$ cat config.mk
export PLATFORM = sky130hd
export DESIGN_NAME = btree_page_max_degree_unit
export DESIGN_NICKNAME = d
export VERILOG_FILES = /design/src/rtl/core/bpmd_pkg.sv /design/src/rtl/core/btree_page_max_degree_unit.sv /design/src/rtl/core/bpmd_ctrl.sv /design/src/rtl/core/bpmd_dp.sv
export SDC_FILE = /design/constraint.sdc
export NUM_CORES = 1
export LEC_CHECK = 0
export BUFFER_PORTS_ARGS = -buffer_cell sky130_fd_sc_hd__buf_4
export CAP_MARGIN = 20
export CORE_AREA = 2 2 222 115
export CTS_CLUSTER_DIAMETER = 150
export CTS_CLUSTER_SIZE = 28
export DETAILED_ROUTE_END_ITERATION = 8
export DIE_AREA = 0 0 224 117
export PLACE_DENSITY = 0.61
export SETUP_SLACK_MARGIN = 0.02
export SLEW_MARGIN = 40
export SYNTH_ARGS = -nofsm -noshare
export SYNTH_HDL_FRONTEND = slang
export SYNTH_SLANG_ARGS = --single-unit
$ cat constraint.sdc
create_clock -name clk -period 20.5 [get_ports clk]
set_input_delay 3.075 -clock clk [delete_from_list [all_inputs] [get_ports clk]]
set_output_delay 3.075 -clock clk [all_outputs]
set_load 0.02 [all_outputs]
$ cat src/rtl/core/bpmd_pkg.sv
`timescale 1ns / 1ps
// bpmd_pkg: shared types, constants and a helper for the B-tree page degree search.
// Used by bpmd_ctrl, bpmd_dp and btree_page_max_degree_unit. No dependencies.

package bpmd_pkg;

    localparam int PAGE_W  = 16;
    localparam int KEY_W   = 11;
    localparam int CPTR_W  = 7;
    localparam int DEG_W   = 15;
    localparam int SUM_W   = 27;
    localparam int INC_W   = 9;
    localparam int CPAD_W  = 4;

    localparam logic [CPTR_W-1:0] SEG_BYTES    = 7'd8;
    localparam logic [4:0]        MIN_TAIL_PAD = 5'd3;
    localparam logic [DEG_W-1:0]  FIRST_DEG    = 15'd2;
    localparam logic [DEG_W-1:0]  MAX_DEG_CAP  = 15'd16384;

    typedef enum logic [1:0] {
        ST_IDLE,
        ST_LOAD,
        ST_SEARCH
    } state_t;

    typedef struct packed {
        logic capture;
        logic load;
        logic step;
        logic load_out;
    } cmd_t;

    typedef struct packed {
        logic hit;
    } sts_t;

    // trailing pad: 8 - m, plus one more segment when it cannot hold the flag and size
    function automatic logic [4:0] tail_pad(input logic [2:0] m);
        logic [4:0] t;
        begin
            t = 5'd8 - {2'b00, m};
            if (t < MIN_TAIL_PAD)
            begin
                t = t + 5'd8;
            end
            return t;
        end
    endfunction

endpackage

$ cat src/rtl/core/btree_page_max_degree_unit.sv
`timescale 1ns / 1ps
// btree_page_max_degree_unit: top level of the B-tree page degree search.
// Depends on bpmd_pkg, bpmd_ctrl and bpmd_dp.
//
// Usage:
//   Input channel in_valid / in_stall carries one request: page_bytes, key_bytes,
//   child_ptr_bytes. A request is taken when in_valid is high and in_stall is low.
//   Output channel out_valid / out_stall carries max_degree, taken when out_valid
//   is high and out_stall is low.
//   Sequence: the request is captured, the setup values are loaded, then one
//   trial per cycle for d = 2, 3, ... until the padded node size meets or passes
//   the page (or d reaches 16384); the result then goes to the output register
//   once that register is free, and the next request is taken after that. A
//   single trial adder and compare path does the search. One request is in work
//   at a time.
//   The output register decouples the two sides: a new request is taken while a
//   result still waits. If the receiver stalls when the next search is done, the
//   search holds its result until the output register frees.
//   Reset (rst_n low, asynchronous) returns to idle and drops out_valid; no
//   clearing pass is needed.

module btree_page_max_degree_unit
(
    input  logic                               clk,
    input  logic                               rst_n,
    input  logic                               in_valid,
    output logic                               in_stall,
    input  logic [bpmd_pkg::PAGE_W-1:0]        page_bytes,
    input  logic [bpmd_pkg::KEY_W-1:0]         key_bytes,
    input  logic [bpmd_pkg::CPTR_W-1:0]        child_ptr_bytes,
    output logic                               out_valid,
    input  logic                               out_stall,
    output logic [bpmd_pkg::DEG_W-1:0]         max_degree
);

    bpmd_pkg::cmd_t cmd;
    bpmd_pkg::sts_t sts;

    bpmd_ctrl u_ctrl
    (
        .clk       (clk),
        .rst_n     (rst_n),
        .in_valid  (in_valid),
        .in_stall  (in_stall),
        .out_valid (out_valid),
        .out_stall (out_stall),
        .cmd       (cmd),
        .sts       (sts)
    );

    bpmd_dp u_dp
    (
        .clk             (clk),
        .page_bytes      (page_bytes),
        .key_bytes       (key_bytes),
        .child_ptr_bytes (child_ptr_bytes),
        .cmd             (cmd),
        .sts             (sts),
        .max_degree      (max_degree)
    );

endmodule

$ cat src/rtl/core/bpmd_ctrl.sv
`timescale 1ns / 1ps
// bpmd_ctrl: sequencing state machine and output valid for the degree search.
// Depends on bpmd_pkg; drives bpmd_dp through cmd_t and reads sts_t.

module bpmd_ctrl
(
    input  logic             clk,
    input  logic             rst_n,
    input  logic             in_valid,
    output logic             in_stall,
    output logic             out_valid,
    input  logic             out_stall,
    output bpmd_pkg::cmd_t   cmd,
    input  bpmd_pkg::sts_t   sts
);

    bpmd_pkg::state_t state_reg;
    bpmd_pkg::state_t state_next;
    logic             out_valid_reg;
    logic             out_valid_next;
    logic             out_free;

    assign out_free = !out_valid_reg || !out_stall;

    always_comb
    begin
        state_next = state_reg;
        case (state_reg)
            bpmd_pkg::ST_IDLE:
            begin
                if (in_valid)
                begin
                    state_next = bpmd_pkg::ST_LOAD;
                end
            end
            bpmd_pkg::ST_LOAD:
            begin
                state_next = bpmd_pkg::ST_SEARCH;
            end
            bpmd_pkg::ST_SEARCH:
            begin
                if (sts.hit && out_free)
                begin
                    state_next = bpmd_pkg::ST_IDLE;
                end
            end
            default:
            begin
                state_next = bpmd_pkg::ST_IDLE;
            end
        endcase
    end

    always_comb
    begin
        cmd      = '0;
        in_stall = 1'b1;
        case (state_reg)
            bpmd_pkg::ST_IDLE:
            begin
                in_stall    = 1'b0;
                cmd.capture = in_valid;
            end
            bpmd_pkg::ST_LOAD:
            begin
                cmd.load = 1'b1;
            end
            bpmd_pkg::ST_SEARCH:
            begin
                cmd.step     = !sts.hit;
                cmd.load_out = sts.hit && out_free;
            end
            default:
            begin
                in_stall = 1'b1;
            end
        endcase
    end

    always_comb
    begin
        out_valid_next = out_valid_reg;
        if (cmd.load_out)
        begin
            out_valid_next = 1'b1;
        end
        else if (!out_stall)
        begin
            out_valid_next = 1'b0;
        end
    end

    always_ff @(posedge clk or negedge rst_n)
    begin
        if (!rst_n)
        begin
            state_reg     <= bpmd_pkg::ST_IDLE;
            out_valid_reg <= 1'b0;
        end
        else
        begin
            state_reg     <= state_next;
            out_valid_reg <= out_valid_next;
        end
    end

    assign out_valid = out_valid_reg;

endmodule

$ cat src/rtl/core/bpmd_dp.sv
`timescale 1ns / 1ps
// bpmd_dp: operand registers, per-degree running sums, trial compare and result register.
// Depends on bpmd_pkg; controlled by bpmd_ctrl through cmd_t / sts_t.

module bpmd_dp
(
    input  logic                               clk,
    input  logic [bpmd_pkg::PAGE_W-1:0]        page_bytes,
    input  logic [bpmd_pkg::KEY_W-1:0]         key_bytes,
    input  logic [bpmd_pkg::CPTR_W-1:0]        child_ptr_bytes,
    input  bpmd_pkg::cmd_t                     cmd,
    output bpmd_pkg::sts_t                     sts,
    output logic [bpmd_pkg::DEG_W-1:0]         max_degree
);

    logic [bpmd_pkg::PAGE_W-1:0] page_reg;
    logic [bpmd_pkg::KEY_W-1:0]  key_reg;
    logic [bpmd_pkg::CPTR_W-1:0] cptr_reg;
    logic [bpmd_pkg::SUM_W-1:0]  child_reg;
    logic [bpmd_pkg::SUM_W-1:0]  child_next;
    logic [bpmd_pkg::INC_W-1:0]  cinc_reg;
    logic [bpmd_pkg::SUM_W-1:0]  nk_reg;
    logic [bpmd_pkg::SUM_W-1:0]  nk_next;
    logic [bpmd_pkg::KEY_W:0]    key2_reg;
    logic [bpmd_pkg::CPAD_W-1:0] cpad_reg;
    logic [bpmd_pkg::DEG_W-1:0]  deg_reg;
    logic [bpmd_pkg::DEG_W-1:0]  deg_next;
    logic [bpmd_pkg::DEG_W-1:0]  max_degree_reg;

    // setup from the captured pointer size
    logic [bpmd_pkg::CPAD_W-1:0] cpad;
    logic [bpmd_pkg::INC_W-1:0]  cinc;
    logic [9:0]                  child0;
    logic [7:0]                  seg_span;
    logic [4:0]                  extra;

    always_comb
    begin
        cpad     = '0;
        extra    = '0;
        seg_span = '0;
        cinc     = '0;
        child0   = '0;
        if (cptr_reg > bpmd_pkg::SEG_BYTES)
        begin
            cpad     = 4'd8 - {1'b0, cptr_reg[2:0]};
            seg_span = {1'b0, cptr_reg} + {4'd0, cpad};
            cinc     = {seg_span, 1'b0};
            child0   = {1'b0, cinc} + {2'b00, seg_span} + {3'd0, cptr_reg};
        end
        else if (cptr_reg != '0)
        begin
            case (cptr_reg[3:0])
                4'd3:    begin cpad = 4'd2; extra = 5'd2; end
                4'd5:    begin cpad = 4'd3; extra = 5'd6; end
                4'd6:    begin cpad = 4'd2; extra = 5'd4; end
                4'd7:    begin cpad = 4'd1; extra = 5'd2; end
                default: begin cpad = 4'd0; extra = 5'd0; end
            endcase
            cinc   = {1'b0, cptr_reg, 1'b0} + {4'd0, extra};
            child0 = {cinc, 1'b0};
        end
    end

    // one trial at the current degree
    logic [bpmd_pkg::SUM_W-1:0] total;
    logic [2:0]                 tail_mod;
    logic                       over;
    logic                       exact;
    logic                       at_cap;

    assign tail_mod = nk_reg[2:0] - cpad_reg[2:0];
    assign total    = child_reg + nk_reg
                    + {{(bpmd_pkg::SUM_W-bpmd_pkg::CPAD_W){1'b0}}, cpad_reg}
                    + {{(bpmd_pkg::SUM_W-5){1'b0}}, bpmd_pkg::tail_pad(tail_mod)};
    assign over     = total > {{(bpmd_pkg::SUM_W-bpmd_pkg::PAGE_W){1'b0}}, page_reg};
    assign exact    = total == {{(bpmd_pkg::SUM_W-bpmd_pkg::PAGE_W){1'b0}}, page_reg};
    assign at_cap   = deg_reg == bpmd_pkg::MAX_DEG_CAP;
    assign sts.hit  = over || exact || at_cap;

    always_comb
    begin
        child_next = child_reg;
        nk_next    = nk_reg;
        deg_next   = deg_reg;
        if (cmd.load)
        begin
            child_next = {{(bpmd_pkg::SUM_W-10){1'b0}}, child0};
            nk_next    = {{(bpmd_pkg::SUM_W-bpmd_pkg::KEY_W-2){1'b0}},
                          {1'b0, key_reg, 1'b0} + {2'b00, key_reg}};
            deg_next   = bpmd_pkg::FIRST_DEG;
        end
        else if (cmd.step)
        begin
            child_next = child_reg + {{(bpmd_pkg::SUM_W-bpmd_pkg::INC_W){1'b0}}, cinc_reg};
            nk_next    = nk_reg + {{(bpmd_pkg::SUM_W-bpmd_pkg::KEY_W-1){1'b0}}, key2_reg};
            deg_next   = deg_reg + 15'd1;
        end
    end

    always_ff @(posedge clk)
    begin
        if (cmd.capture)
        begin
            page_reg <= page_bytes;
            key_reg  <= key_bytes;
            cptr_reg <= child_ptr_bytes;
        end
        if (cmd.load)
        begin
            cinc_reg <= cinc;
            key2_reg <= {key_reg, 1'b0};
            cpad_reg <= cpad;
        end
        child_reg <= child_next;
        nk_reg    <= nk_next;
        deg_reg   <= deg_next;
        if (cmd.load_out)
        begin
            max_degree_reg <= over ? (deg_reg - 15'd1) : deg_reg;
        end
    end

    assign max_degree = max_degree_reg;

endmodule

==> reports/qor_table.md <==
| Stage | Quantity | Value |
|:---|:---|:---|
| outcome | Result of the run | finished clean |
| worst setup path | Max stage delay on crit path | 0.64 ns |
| global route | Pin count of the biggest net entering global routing | 72 |
| logic synthesis | Syn_nets | 1331 |
| logic synthesis | Count of state elements after synthesis | 144 |
| logic synthesis | Simple logic cell fraction of the synthesized area | 17.1% |
| sta | Actual slew at the worst max-slew pin | 0.807 ns |
| clock network | Number of sinks on the clock net | 144 |
| sta | Worst slack on hold paths | 0.501 ns |
| worst setup path | Worst path most repeated cell | inv_1 |
| pwr | Max rail drop VDD | 138 uV |
| worst setup path | Path type of the worst setup path | reg -> reg |
| clock network | Clk root buf | clkbuf_16 |
| floorplanning | Floorplan die area | 0.0262 mm2 |
| floorplanning | Vertical extent of the die | 117 um |
| logic synthesis | Post-synthesis instance area | 0.0107 mm2 |
| floorplanning | Core area | 0.0245 mm2 |
| floorplanning | Floorplan die width | 224 um |
| sta | Setup repair after global routing missed its margin | false |
| logic synthesis | Dominant combinational cell family by area after synthesis | adder cells |
| drt | Uppermost signal routing layer after detailed routing | met4 |
| hold path | Hold WC Path Type | reg -> reg |
| final layout | Most frequent cells in the layout | ha_1 (144), nand2_1 (97), edfxtp_1 (95), inv_1 (83), a21oi_1 (82) |
| clock network | CTS tree | done |
| floorplanning | Num ports | 55 |
| final layout | Core occupancy in the finished layout | 49.3% |
| worst setup path | Required time of the worst setup path | 20.57 ns |
| final layout | Final standard cell area without fillers | 0.0121 mm2 |
| drt | Total wire length | 27100 um |
| sta | Final Skew | 0.0159 ns |
| worst setup path | Worst-path cell with the longest stage delay | nand2_2 |
| pwr | Pleak | 0.00532 uW |
| global route | Initial antenna violation count | 0 |
| placed design | Weighted congestion reported at the end of routability-driven placement | 0.915 |
| drt | Iteration-0 DRC Markers | 874 |
| drt | Met2 layer wire length in the routed design | 8970 um |
| logic synthesis | Number of enable flip-flop cells after synthesis | 95 |
| placed design | Input/output buffers | 54 |
| global route | Tot GR Track Use | 21.7% |
| final layout | Share of final-layout standard cells stronger than drive strength 1 | 9.14% |
| logic synthesis | Total of warnings raised by yosys | 0 |
| logic synthesis | Number of standard cells after synthesis | 1135 |
| sta | Final period util | 39.5% |
| drt | Detail-routed via count per cell | 5.69 |
| logic synthesis | Synth Area in Adders | 19.4% |
| global route | Vias in the first global route | 7763 |
| clock network | H-tree level count | 4 |
| logic synthesis | Post-synthesis sequential area ratio | 35.9% |
| drt | Total vias in the final route | 8613 |
| final layout | Most common cell after layout, fill and taps aside | ha_1 |
| drt | DR WL met3 | 2690 um |
| sta | Fmax | 0.123 GHz |
| sta | Final critical path time including I/O delays and setup | 8.11 ns |
| worst setup path | Sort of element at the end of the critical path | register |
| logic synthesis | Distinct cells, synth | 64 |
| logic synthesis | Post-synth ARST share | 2.08% |
| worst setup path | Critical path launch point type | register |
| logic synthesis | Post-Synth XOR/XNOR Area | 6.37% |
| logic synthesis | Area fraction in compound gates after synthesis | 16.3% |
| worst setup path | Arrival time of the worst setup path | 8.17 ns |
| placed design | Area of placed instances | 0.0115 mm2 |
| final layout | Net total in the final layout | 1376 |
| clock network | Number of buffers on the longest clock path | 2 |
| clock network | Number of cells upsized or downsized after cts | 0 |
| clock network | Number of buffers inserted for hold repair after clock tree synthesis | 0 |
| floorplanning | Placement Rows | 41 |
| worst setup path | Highest net fanout along the worst path | 46 |
| placed design | HPWL after DPL | 21100 um |
| global route | Overflow left after global routing | 0 |
| clock network | Clock slew at the register clock pins of the worst setup and hold paths | 0.06 ns |
| clock network | Inserted Clock Buffers | 17 |
| final layout | Layout-stage area growth over the synthesis result | 12.5% |
| sta | # setup viols final | 0 |
| clock network | Setup bufs post-CTS | 0 |
| clock network | Clock latency on the worst-skew pair | 0.44 ns |
| sta | Rel. slew slack | 46.2% |
| drt | Average detailed-routed wire length per instance | 17.9 um |
| drt | Routed metal-1 wire length | 15300 um |
| logic synthesis | Mux share of post-synthesis cell area | 0.758% |
| drt | Post-DRT Antenna Nets | 0 |
| sta | Final hold vios | 0 |
| global route | First-pass GRT wire length | 43100 um |
| final layout | N_diodes | 0 |
| drt | Number of detailed-routing iterations run before antenna repair | 7 |
| flow run | Number of max-cap violations | 0 |
| floorplanning | Starting density of the core | 43.8% |
| logic synthesis | Most used DFF post-synth | edfxtp_1 |
| sta | Pins Over Slew Limit | 0 |
| drt | DRC Markers | 0 |
| pwr | Pwr/cell area | 184 mW/mm2 |
| sta | Setup Total Neg Slack | 0 ns |
| logic synthesis | Synth Area per Inst | 9.45 um2 |
-- cell usage after synthesis (all sizes together), types with 7 or more instances --
| master | instances | share of area (%) |
|---|---|---|
| a211oi | 13 | 0.91 |
| or3 | 18 | 1.0 |
| ha | 144 | 17 |
| fa | 14 | 2.6 |
| and3 | 18 | 1.0 |
| nor2b | 10 | 0.58 |
| o21ai | 69 | 3.2 |
| dfxtp | 46 | 8.6 |
| buf | 7 | 0.28 |
| nor2 | 55 | 1.9 |
| a21oi | 85 | 4.1 |
| clkbuf | 27 | 0.94 |
| inv | 84 | 2.9 |
| o311ai | 8 | 0.65 |
| nand2b | 22 | 1.3 |
| mux2i | 7 | 0.65 |
| nor3 | 18 | 0.84 |
| and2 | 10 | 0.58 |
| nand3 | 32 | 1.5 |
| a21o | 24 | 1.7 |
| nand2 | 99 | 3.5 |
| xor2 | 33 | 2.7 |
| xnor2 | 45 | 3.7 |
| o21a | 10 | 0.70 |
| o31ai | 8 | 0.56 |
| edfxtp | 95 | 27 |
| or4 | 17 | 1.2 |
| nand4 | 28 | 1.6 |
| o211ai | 19 | 1.3 |
-- worst max-delay path: cells and delay by family (launching register included) --
kind | cells | cell delay [ns]
adder cells (fa/ha/maj) | 7 | 2.45
XOR/XNOR | 1 | 0.16
AO/OA/AOI/OAI | 10 | 1.80
AND/OR/NAND/NOR | 8 | 2.61
buffers and inverters | 5 | 0.30
flip-flops | 1 | 0.40
-- cells by family (layout without fill, tap and decap cells) --
logic type,after synthesis,after routing
xor+xnor,78,78
compound gates,277,277
fa+ha+maj,158,158
simple gates,352,352
flops,144,144
mux,8,8
buf+inv,118,176
-- cell type report --
cell class	count	area, um2
clock buffers	26	541
clock inverters	6	41.3
fillers	2277	12400
inverters	84	315
multi-input cells	873	6450
flip-flops and latches	144	3850
well taps	322	403
repair buffers	60	470
-- power breakdown --
group	switching (uW)	total [uW]	internal, uW
Combinational	845	1430	584
Clock	124	307	183
Sequential	67.6	482	414
-- per-stage QoR --
stage | power [uW] | setup WS [ns] | std cells
finish | 2220 | 12.39 | 1515
global route | 2450 | 11.95 | 1515
CTS | 2210 | 12.48 | 1515
detailed placement | 1890 | 12.52 | 1483
global placement | 1840 | 12.51 | 1481
floorplan | 1530 | 13.35 | 1135
-- path summary, 6_finish.rpt --
kind,start,to,slack (ns),cells past startpoint
setup / recovery,u_dp.nk_reg[0],u_dp.nk_reg[1],12.39,31
hold / removal,u_dp.deg_reg[14],u_dp.deg_reg[14],0.50,2
setup reg to reg,u_dp.nk_reg[0],u_dp.nk_reg[1],12.39,31
hold reg to reg,u_dp.deg_reg[14],u_dp.deg_reg[14],0.50,2
max in group asynchronous,rst_n,u_ctrl.out_valid,17.97,1
min in group asynchronous,rst_n,u_ctrl.state_reg[0],2.42,1
-- metal layers --
metal  vias to the layer above  GRT usage [%]
met5                         -              0
met4                         0           4.04
met3                         9           6.79
met2                       329           25.4
met1                      4001           36.6
li1                       4274              -
Note: power is estimated with default switching activity, not from simulation.
